`src/rtl/core/assert_macros.svh`:
```
// Assertion macros shared by the owner access table RTL.
`ifndef ASSERT_MACROS_SVH
`define ASSERT_MACROS_SVH
`ifndef SYNTH
`define OAT_ASSERT_IMP(label, clk, rst, a, c) \
  label: assert property (@(posedge clk) disable iff (rst) (a) |-> (c)) \
    else $error("owner access table: implication check failed");
`define OAT_ASSERT_NXT(label, clk, rst, a, c) \
  label: assert property (@(posedge clk) disable iff (rst) (a) |=> (c)) \
    else $error("owner access table: next-cycle check failed");
`define OAT_ASSERT_ALW(label, clk, rst, c) \
  label: assert property (@(posedge clk) disable iff (rst) (c)) \
    else $error("owner access table: invariant check failed");
`else
`define OAT_ASSERT_IMP(label, clk, rst, a, c)
`define OAT_ASSERT_NXT(label, clk, rst, a, c)
`define OAT_ASSERT_ALW(label, clk, rst, c)
`endif
`endif

```
`src/rtl/core/oat_pkg.sv`:
```
// Package with types and constants of the owner access table.
package oat_pkg;

  localparam int DEFAULT_TABLE_DEPTH = 16;
  localparam int DEFAULT_OWNER_COUNT = 4;

  localparam int KEY_W    = 64;
  localparam int REQ_W    = 2;
  localparam int OWNER_W  = 3;
  localparam int STATUS_W = 3;

  localparam logic [KEY_W-1:0] SPOOL_UPPER = 64'hba8d_1643_50b6_49cc;
  localparam logic [KEY_W-1:0] SPOOL_LOWER = 64'h861d_2c01_bed1_4be8;

  typedef enum logic [REQ_W-1:0] {
    REQ_ADD    = 2'd0,
    REQ_REMOVE = 2'd1,
    REQ_CHECK  = 2'd2,
    REQ_NOP    = 2'd3
  } req_kind_t;

  typedef enum logic [STATUS_W-1:0] {
    ST_OK        = 3'd0,
    ST_DENIED    = 3'd1,
    ST_EXISTS    = 3'd2,
    ST_NOT_FOUND = 3'd3,
    ST_FULL      = 3'd4
  } status_t;

  // Lookup result that travels along the chain of entry cells.
  typedef struct packed {
    logic hit;
    logic hit_same;
    logic hit_open;
    logic free_found;
  } chain_flags_t;

  // Table update broadcast to all cells at the end of a transaction.
  typedef struct packed {
    logic set;
    logic clr;
  } wr_cmd_t;

endpackage

```
`src/rtl/core/oat_cell.sv`:
```
// One table entry together with its stage of the lookup chain.
module oat_cell #(
  parameter int CellIndex   = 0,
  parameter int OwnerCount  = oat_pkg::DEFAULT_OWNER_COUNT,
  parameter int IdxWidth    = 4,
  parameter int HolderWidth = 3
) (
  input  logic                          clk,
  input  logic                          rst,
  input  logic [oat_pkg::KEY_W-1:0]     key_upper,
  input  logic [oat_pkg::KEY_W-1:0]     key_lower,
  input  logic [oat_pkg::OWNER_W-1:0]   requester,
  input  oat_pkg::wr_cmd_t              wr_cmd,
  input  logic [IdxWidth-1:0]           wr_idx,
  input  logic                          in_vld,
  input  oat_pkg::chain_flags_t         in_flags,
  input  logic [IdxWidth-1:0]           in_hit_idx,
  input  logic [IdxWidth-1:0]           in_free_idx,
  output logic                          out_vld,
  output oat_pkg::chain_flags_t         out_flags,
  output logic [IdxWidth-1:0]           out_hit_idx,
  output logic [IdxWidth-1:0]           out_free_idx
);
  import oat_pkg::*;

  localparam logic [IdxWidth-1:0] MyIdx = IdxWidth'(CellIndex);

  logic                   valid;
  logic [KEY_W-1:0]       ent_upper;
  logic [KEY_W-1:0]       ent_lower;
  logic [HolderWidth-1:0] holder;

  logic                   match;
  chain_flags_t           flags_next;
  logic [IdxWidth-1:0]    hit_idx_next;
  logic [IdxWidth-1:0]    free_idx_next;
  logic                   sel;

  assign sel   = (wr_idx == MyIdx);
  assign match = valid && (ent_upper == key_upper) && (ent_lower == key_lower);

  always_comb begin
    flags_next    = in_flags;
    hit_idx_next  = in_hit_idx;
    free_idx_next = in_free_idx;
    if (!in_flags.hit && match) begin
      flags_next.hit      = 1'b1;
      flags_next.hit_same = (holder == HolderWidth'(requester));
      flags_next.hit_open = (holder == HolderWidth'(OwnerCount));
      hit_idx_next        = MyIdx;
    end
    if (!in_flags.free_found && !valid) begin
      flags_next.free_found = 1'b1;
      free_idx_next         = MyIdx;
    end
  end

  always_ff @(posedge clk) begin
    if (rst) begin
      valid     <= (CellIndex == 0);
      ent_upper <= SPOOL_UPPER;
      ent_lower <= SPOOL_LOWER;
      holder    <= HolderWidth'(OwnerCount);
      out_vld   <= 1'b0;
    end else begin
      out_vld <= in_vld;
      if (wr_cmd.set && sel) begin
        valid     <= 1'b1;
        ent_upper <= key_upper;
        ent_lower <= key_lower;
        holder    <= HolderWidth'(requester);
      end else if (wr_cmd.clr && sel) begin
        valid <= 1'b0;
      end
    end
  end

  always_ff @(posedge clk) begin
    out_flags    <= flags_next;
    out_hit_idx  <= hit_idx_next;
    out_free_idx <= free_idx_next;
  end

endmodule

```
`config.mk`:
```
export PLATFORM = sky130hd
export DESIGN_NAME = oat_cell
export DESIGN_NICKNAME = d
export VERILOG_FILES = /design/src/rtl/core/assert_macros.svh /design/src/rtl/core/oat_pkg.sv /design/src/rtl/core/oat_cell.sv
export SDC_FILE = /design/constraint.sdc
export NUM_CORES = 1
export LEC_CHECK = 0
export ABC_AREA = 1
export BUFFER_PORTS_ARGS = -buffer_cell sky130_fd_sc_hd__clkbuf_2
export CORE_MARGIN = 1.5
export CORE_UTILIZATION = 59
export CTS_BUF_LIST = sky130_fd_sc_hd__clkbuf_4 sky130_fd_sc_hd__clkbuf_8
export CTS_CLUSTER_SIZE = 10
export DETAILED_ROUTE_END_ITERATION = 10
export PLACE_DENSITY = 0.86
export SETUP_SLACK_MARGIN = 0.05
export SLEW_MARGIN = 5
export SYNTH_ARGS = -nofsm -noshare
export SYNTH_HDL_FRONTEND = slang
export SYNTH_SLANG_ARGS = --single-unit
```
`constraint.sdc`:
```
create_clock -name clk -period 3.05 [get_ports clk]
set_input_delay 0.1525 -clock clk [delete_from_list [all_inputs] [get_ports clk]]
set_output_delay 0.1525 -clock clk [all_outputs]
set_load 0.02 [all_outputs]
```
=== After elaboration in Yosys (flattened, before gate mapping) ===
Index checks and enable logic that the tools add are counted.

* Bitwise gates (word level): 0
* Muxes and demuxes: 1
* Reduce and logical (&&, ||, !) cells: 11
* Div/mod/pow operators: 0
* Add/subtract/negate cells: 0
* $lt $le $gt $ge: 0
* Shifts and indexed selects: 0
* Equal/unequal tests: 4
* Multiply operators: 0

{| class="wikitable"
|+ Operators by type and width
! operator !! number
|-
| 64-bit == test || 2
|-
| 1-bit logical AND || 6
|-
| 4-bit zero test || 1
|-
| 3-bit == test || 1
|-
| 3-bit == test (second input constant) || 1
|-
| 1-bit zero test || 3
|-
| 2-bit two-way mux || 1
|-
| 2-bit OR reduction || 1
|}

* Memories kept: 0
* Input bits: 152
* Logic and storage cells: 27
* Latch bits: 0
* Register bits after elaboration: 145
* Memory bits (read-only): 0
* Output and inout port bits: 13
* Memory bits (writable): 0

=== Longest topological paths before layout ===
Gate-level depths: netlist (run 1).

* Depth in word-level cells: 5
* Mapped depth: 13
* Gate-level depth less buffers: 13

=== Least setup slack after synthesis (run 1) ===
No wires, ideal clock.

* Path type: reg-to-reg
* From: register ent_upper[41]
* To: register out_hit_idx[0]
* Setup time: 115 ps
* Data required time: 2935 ps
* Period minus slack after synthesis: 1294 ps
* Arrival: 1180 ps
* Slack: 1756 ps
* Cell stages (with the launch flop): 13
* Buffers on the path: 0
* Cell sequence: dfxtp_1 > inv_1 > nand2_1 > nand2_1 > inv_1 > nand2_1 > nor2_1 > nand2_1 > nor2_1 > nand2_1 > nor2_4 > nand3_4 > and2_1

* Longest elaborated chain between the ends: 4

{| class="wikitable"
|+ RTL lines
! element !! line !! RTL
|-
| from (decl) || oat_cell.sv:29 || <nowiki>logic [KEY_W-1:0] ent_upper;</nowiki>
|-
| from (signal assigned) || oat_cell.sv:69 || <nowiki>ent_upper <= key_upper;</nowiki>
|-
| 64-bit == test || oat_cell.sv:40 || <nowiki>assign match = valid && (ent_upper == key_upper) && (ent_lower == key_lower);</nowiki>
|-
| 1-bit logical AND (2 in series) || oat_cell.sv:40 ||
|-
| 1-bit logical AND || oat_cell.sv:46 || <nowiki>if (!in_flags.hit && match) begin</nowiki>
|-
| to (signal assigned) || oat_cell.sv:80 || <nowiki>out_hit_idx <= hit_idx_next;</nowiki>
|-
| to (decl) || oat_cell.sv:21 || <nowiki>output logic [IdxWidth-1:0] out_hit_idx,</nowiki>
|}

No other way between the ends.
A chain may end at the register's enable or synchronous reset.

=== Final worst setup path (run 1) ===
* From: input key_lower[46] (netlist name)
* To: register out_hit_idx[1]

* Longest elaborated chain between the ends: 3

{| class="wikitable"
|+ RTL lines
! element !! line !! RTL
|-
| from (decl) || oat_cell.sv:11 || <nowiki>input logic [oat_pkg::KEY_W-1:0] key_lower,</nowiki>
|-
| 64-bit == test || oat_cell.sv:40 ||
|-
| 1-bit logical AND || oat_cell.sv:40 ||
|-
| 1-bit logical AND || oat_cell.sv:46 ||
|}

No other way between the ends.

==> reports/qor.yml, run 1 <==
cells_and_area:
  syn2layout_area_growth_pct: 33.6
  nNetsFinal: 1499
  drive_gt1_share_pct: 16.3
  fill_cells: 761
clocking:
  cts_root_buf: "clkbuf_8"
  cts.sinks: 145
  cts_tree: "done"
  clkTransAtPathRegs_ns: 0.07
  htreeDepth: 4
  postCtsSetupBuffers: 0
  clock_latency_ns: 0.47
  cts_buffer_depth: 2
  cts_made_buffers: 17
timing:
  fin_tns_setup_ns: 0
  worst_slew_pin_slew_ns: 1.07
  hold_ws_ns: 0.0124
  finalClockSkew_ns: 0.00959
  setup_viol: 0
  hold_viol: 0
  drv_slew: 0
  max_freq_mhz: 574
  maxSlewHeadroom_pct: 28.9
  fin_crit_ns: 1.74
  rsz0062_at_grt: "no"
  period_share_pct: 57.1
placed_design:
  place.gp.congestion: 0.860
  io_buffer_count: 164
  hpwl_um: 12400
power:
  clockPowerShare_pct: 35.8
  power.density_nw_per_um2: 421
  p_sw_mw: 1.04
  power_frac_seq_pct: 49.2
  ir_worst_vdd_uv: 393
  internal_power_mw: 2.94
  p_comb_share_pct: 15.0
  p_leak_nw: 4.88
  sw_frac_of_total_pct: 26.2
yosys:
  syn_inst: 1087
  syn_nets: 1239
  syn_area_um2: 7090
  avgSynthCellArea_um2: 6.52
  ys_types: 25
  synth_seq_cells: 145
  synth_warnings: 0
  synth_seq_area_share_pct: 40.9
floorplan:
  rows: 39
  die_w_um: 113
  die_area_um2: 12700
  die_h_um: 113
  boundaryPins: 165
  core_area_um2: 11600
  start_util_pct: 61.3
routing:
  vias: 7800
  via_per_inst: 5.19
  ant_nets: 0
  drc: 0
  drt-total-wl_um: 21600
  drt-initial-drc-count: 701
  drt_first_pass_iters: 5
  wl_per_cell_um: 14.4
flow_run:
  maxCapViolations: 0
critical_path:
  required_ns: 3.41
  reg2regPathDepth: 9
  crit_path_end_kind: "register"
  cp.arrival_ns: 2.11
  crit_fanout: 7
  cp-start-kind: "primary input"
  criticalPathCategory: "primary input to register"
grt:
  antenna_found_initial: 1
  overflow: 0
  first_global_vias: 7438
  grt_pass1_wl_um: 34300
  track_usage_pct: 34.7
  grt_max_degree: 107
run_status:
  status: "finished clean"
worst_hold_path:
  holdCritPathClass: "primary input to register"
  hold_depth: 3
## metrics by stage
step / instances / util, % / total power [mW] / cell area [µm²] / worst slack, ns
after floorplan: 1087 / - / 2.25 / 7090 / 1.76
after global placement: 1357 / 68.9 / 2.44 / 7970 / 1.01
after detailed placement: 1357 / 68.9 / 2.45 / 7970 / 0.942
after CTS: 1502 / 81.9 / 3.95 / 9470 / 1.42
after global routing: 1502 / 81.9 / 4.14 / 9470 / 1.15
final: 1503 / 81.9 / 3.98 / 9470 / 1.31
## layout make-up
type / count / area, µm² / share of cell area (%)
multi-input combinational: 705 / 3280 / 34.7
sequential: 145 / 2900 / 30.6
timing repair buffer: 283 / 2010 / 21.2
inverter: 195 / 733 / 7.74
clock buffer: 24 / 299 / 3.16
tap: 143 / 179 / 1.89
clock inverter: 7 / 60.1 / 0.634
antenna: 1 / 2.50 / 0.0264
## registers in the layout (all words and copies together), names as in the netlist
register,count
ent_lower,64
ent_upper,64
holder,3
out_flags,4
out_free_idx,4
out_hit_idx,4
out_vld,1
valid,1
## logic make-up after synthesis
family / share of synthesized area [%]
and+or+nand+nor: 25.0
buffers and inverters: 12.9
AOI/OAI and AO/OA: 16.5
DFF: 40.9
xor gates and xnor gates: 4.69
## repair_timing
item | CTS | global route
hold endpoints to repair | 114 | 0
resized for setup | 0 | 0
hold buffers | 114 | 0
setup endpoints to repair | 0 | 0
## cells in the final DEF (no fill, tap or decap), types with 19 or more instances in the layout
cell and instances:
inv_1 178, o21ai_0 94, clkbuf_8 19, dlygate4sd3_1 114
dfxtp_1 145, nor2_1 55, nand2_1 336, clkbuf_2 164
a21oi_1 107, xnor2_1 28, nand3_1 20
## metal layers
metal	track usage, %	vias up	wire length [µm]
met5	0	-	0
met4	18.6	0	807
met3	6.86	81	1500
met2	59.8	322	10600
met1	40.7	3521	8720
li1	-	3876	-
## power groups by stage
stage | logic [mW] | clock network [mW] | registers, mW
detailed placement | 0.449 | 0 | 2.00
floorplan | 0.237 | 0 | 2.01
CTS | 0.570 | 1.42 | 1.96
global route | 0.653 | 1.52 | 1.96
global placement | 0.441 | 0 | 2.00
finish | 0.597 | 1.43 | 1.96
## worst max-delay path: stages
cell and delay [ns]:
dlygate4sd3_1 0.53, clkbuf_2 0.13, xnor2_1 0.26, nand2_1 0.12
nor2_1 0.14, nand2_1 0.07, nor2_1 0.15, nand2_1 0.11
nor2_4 0.15, nand3_4 0.13, and2_1 0.17
## final timing paths
path,slack (ns),from,end
hold / removal,0.01,key_upper[40],ent_upper[40]
hold reg to reg,0.46,ent_lower[2],ent_lower[2]
setup reg to reg,1.32,ent_lower[46],out_hit_idx[1]
setup / recovery,1.31,key_lower[46],out_hit_idx[1]
## cells in the mapped netlist
library cell	n	area share, %
nor2_4	3	0.48
a21oi_1	107	7.6
nand4_1	15	1.3
o22ai_1	8	0.71
or2_2	1	0.088
xnor2_1	28	3.5
nand2_1	336	18
o21ai_0	94	6.6
nand3_4	1	0.25
buf_2	12	0.85
buf_4	3	0.32
inv_2	15	0.79
clkbuf_1	25	1.3
o211ai_1	8	0.85
xor2_1	10	1.2
a211oi_1	1	0.11
nor2_1	55	2.9
inv_1	179	9.5
clkinv_1	1	0.053
nand3_1	21	1.5
buf_1	2	0.11
o21ai_1	9	0.64
dfxtp_1	145	41
nor3_1	4	0.28
and2_1	4	0.35
No activity file was read; power rests on OpenSTA's default activity.
==> run 2: changes to the inputs <==
- CORE_UTILIZATION: 59 -> 51
- PLACE_DENSITY: 0.86 -> 0.79
- clock period: 3.05 -> 1.6 ns (I/O delays scaled with it)
==> reports/qor.yml, run 2 (synthesis gave the netlist of run 1 again) <==
critical_path:
  cpMaxStageDelayCell: "dfxtp_1"  # was dlygate4sd3_1
  reg2regPathDepth: 8  # was 9
  criticalPathCategory: "register to register"  # was primary input to register
  crit_path_end_kind: "register"  # unchanged
  required_ns: 2.01  # was 3.41 ns
  crit_fanout: 2  # was 7
  crit_start: "ent_upper[38]"  # was key_lower[46]
  cp.arrival_ns: 2.03  # was 2.11 ns
  reg2reg_slack_ns: -0.02  # was 1.32 ns
  r2r_end: "out_flags[2]"  # was out_hit_idx[1]
  cp-start-kind: "register"  # was primary input
  crit_chain: "xnor2_1 > nand2_1 > nor3_1 > nand3_1 > nor2_4 > buf_6 > nand4_1 > nand2_1"  # was dlygate4sd3_1 > clkbuf_2 > xnor2_1 > nand2_1 > nor2_1 > nand2_1 > nor2_1 > nand2_1 > nor2_4 > nand3_4 > and2_1
  path_common_cell: "nand2_1"  # unchanged
  critical_path.max_stage_delay_ns: 0.33  # was 0.53 ns
  r2r_start: "ent_upper[38]"  # was ent_lower[46]
timing:
  hold_viol: 0  # unchanged
  rsz0062_at_grt: "yes"  # was no
  worst_slew_pin_slew_ns: 0.541  # was 1.07 ns
  maxSlewHeadroom_pct: 63.9  # was 28.9%
  drv_slew: 0  # unchanged
  layout_setup_ws_ns: -0.0207  # was 1.31 ns
  fin_crit_ns: 1.62
  fin_tns_setup_ns: -0.0207  # was 0 ns
  period_share_pct: 101
  finalClockSkew_ns: 0.0168  # was 0.00959 ns
  max_freq_mhz: 617
  setup_viol: 1  # was 0
cells_and_area:
  nNetsFinal: 1543  # was 1499
  reg.largest.list: "ent_lower (64), ent_upper (64)"  # unchanged
  final_util_pct: 75.8  # was 81.9%
  final_common_cell: "nand2_1"  # unchanged
  final_cells: 1580  # was 1503
  syn2layout_area_growth_pct: 43.3  # was 33.6%
  antennaDiodeCount: 0  # was 1
  drive_gt1_share_pct: 19.9  # was 16.3%
  final_cell_mix: "nand2_1, inv_1, clkbuf_2, dlygate4sd3_1, dfxtp_1"  # was nand2_1, inv_1, clkbuf_2, dfxtp_1, dlygate4sd3_1
power:
  p_leak_nw: 5.10  # was 4.88 nW
  ir_worst_vdd_uv: 808  # was 393 µV
  finalPower_mw: 8.10  # was 3.98 mW
  power.density_nw_per_um2: 797  # was 421 nW/µm²
routing:
  ant_nets: 0  # unchanged
  drt-initial-drc-count: 690  # was 701
  vias: 7987  # was 7800
  via_per_inst: 5.06  # was 5.19
  drc: 0  # unchanged
  drt_first_pass_iters: 6  # was 5
  drt-total-wl_um: 22500  # was 21600 µm
  wl_per_cell_um: 14.3  # was 14.4 µm
clocking:
  clkTransAtPathRegs_ns: 0.09  # was 0.07 ns
  cts.sinks: 145  # unchanged
  clock_latency_ns: 0.46  # was 0.47 ns
  cts_buffer_depth: 2  # unchanged
  cts_tree: "done"  # unchanged
  htreeDepth: 4  # unchanged
  cts_root_buf: "clkbuf_8"  # unchanged
  cts_made_buffers: 17  # unchanged
placed_design:
  place.gp.congestion: 0.849  # was 0.860
  dpl.cell_count: 1396  # was 1357
  hpwl_um: 13700  # was 12400 µm
  io_buffer_count: 164  # unchanged
run_status:
  status: "finished, violations left"  # was finished clean
  failed_checks: "setup timing"
floorplan:
  die_area_um2: 14600  # was 12700 µm²
  die_w_um: 121  # was 113 µm
  boundaryPins: 165  # unchanged
  core_area_um2: 13400  # was 11600 µm²
  start_util_pct: 52.9  # was 61.3%
  rows: 42  # was 39
  die_h_um: 121  # was 113 µm
grt:
  grt_pass1_wl_um: 35500  # was 34300 µm
  overflow: 0  # unchanged
  antenna_found_initial: 1  # unchanged
  grt_max_degree: 83  # was 107
  first_global_vias: 7791  # was 7438
  track_usage_pct: 31.1  # was 34.7%
worst_hold_path:
  hold_depth: 4  # was 3
  holdCritPathClass: "primary input to register"  # unchanged
  min_delay_worst_endpoint: "ent_lower[4]"  # was ent_upper[40]
  worstHoldStart: "wr_cmd[1]"  # was key_upper[40]
flow_run:
  maxCapViolations: 0  # unchanged
==> run 2: cell types whose count changed in the layout (fill, tap and decap cells not counted), moves of 6 or more <==
cell,previous run,this run
dfxtp_2,0,15
nand2_1,336,325
nor2_1,55,47
nor2_2,0,7
nand2_2,0,11
inv_1,178,171
clkinvlp_4,0,7
dfxtp_1,145,130
dlygate4sd3_1,114,149
clkinv_2,7,1
inv_2,15,22
==> run 2: worst max-delay path, delay by kind of cell (launching register included) <==
family	cells	cell delay [ns]
flops	1	0.33
buf+inv	1	0.12
simple gates	6	0.93
xor+xnor	1	0.17
==> run 2: metal layers <==
layer	vias up	wire length (µm)	global-route usage [%]
met4	2	1000	16.6
met3	94	1500	6.63
met2	364	11100	54.9
li1	3967	-	-
met1	3560	8870	35.1
met5	-	15	0
==> run 2: what timing repair did <==
action	4_1_cts	5_1_grt
endpoints found under the hold margin	145	1
setup buffers	1	2
hold buffers	148	1
setup endpoints to repair	4	7
gates resized for setup	6	44
pin swaps	5	32
==> run 2: area by class of cell <==
| class | instances | area, µm² |
|---|---|---|
| sequential | 145 | 2920 |
| clock inverter | 14 | 180 |
| clock buffer | 18 | 248 |
| inverter | 195 | 733 |
| timing repair buffer | 327 | 2500 |
| fill | 962 | 3240 |
| tap | 176 | 220 |
| multi-input combinational | 705 | 3360 |
==> run 2: how the worst max path moves through the flow <==
stage	to	cells past startpoint	slack, ns
global route	out_flags[2]	13	-0.07
floorplan	out_hit_idx[0]	12	0.31
finish	out_flags[2]	8	-0.02
detailed placement	out_hit_idx[1]	10	0.04
global placement	out_hit_idx[2]	12	0.06
CTS	out_hit_idx[1]	12	0.05
==> run 2: power by group <==
part | total, mW | leakage, nW | internal, mW | switching, mW
Combinational | 1.24 | 3.72 | 0.613 | 0.627
Sequential | 3.74 | 1.18 | 3.69 | 0.0436
Clock | 3.12 | 0.192 | 1.60 | 1.52
==> run 2: stage by stage <==
stage	setup slack, ns	hold WS (ns)	instance area [µm²]
finish	-0.0207	0.279	10200
global route	-0.0678	0.294	10200
CTS	0.0499	-0.173	10000
detailed placement	0.0384	0.280	8120
global placement	0.0640	0.273	8120
floorplan	0.306	0.183	7090
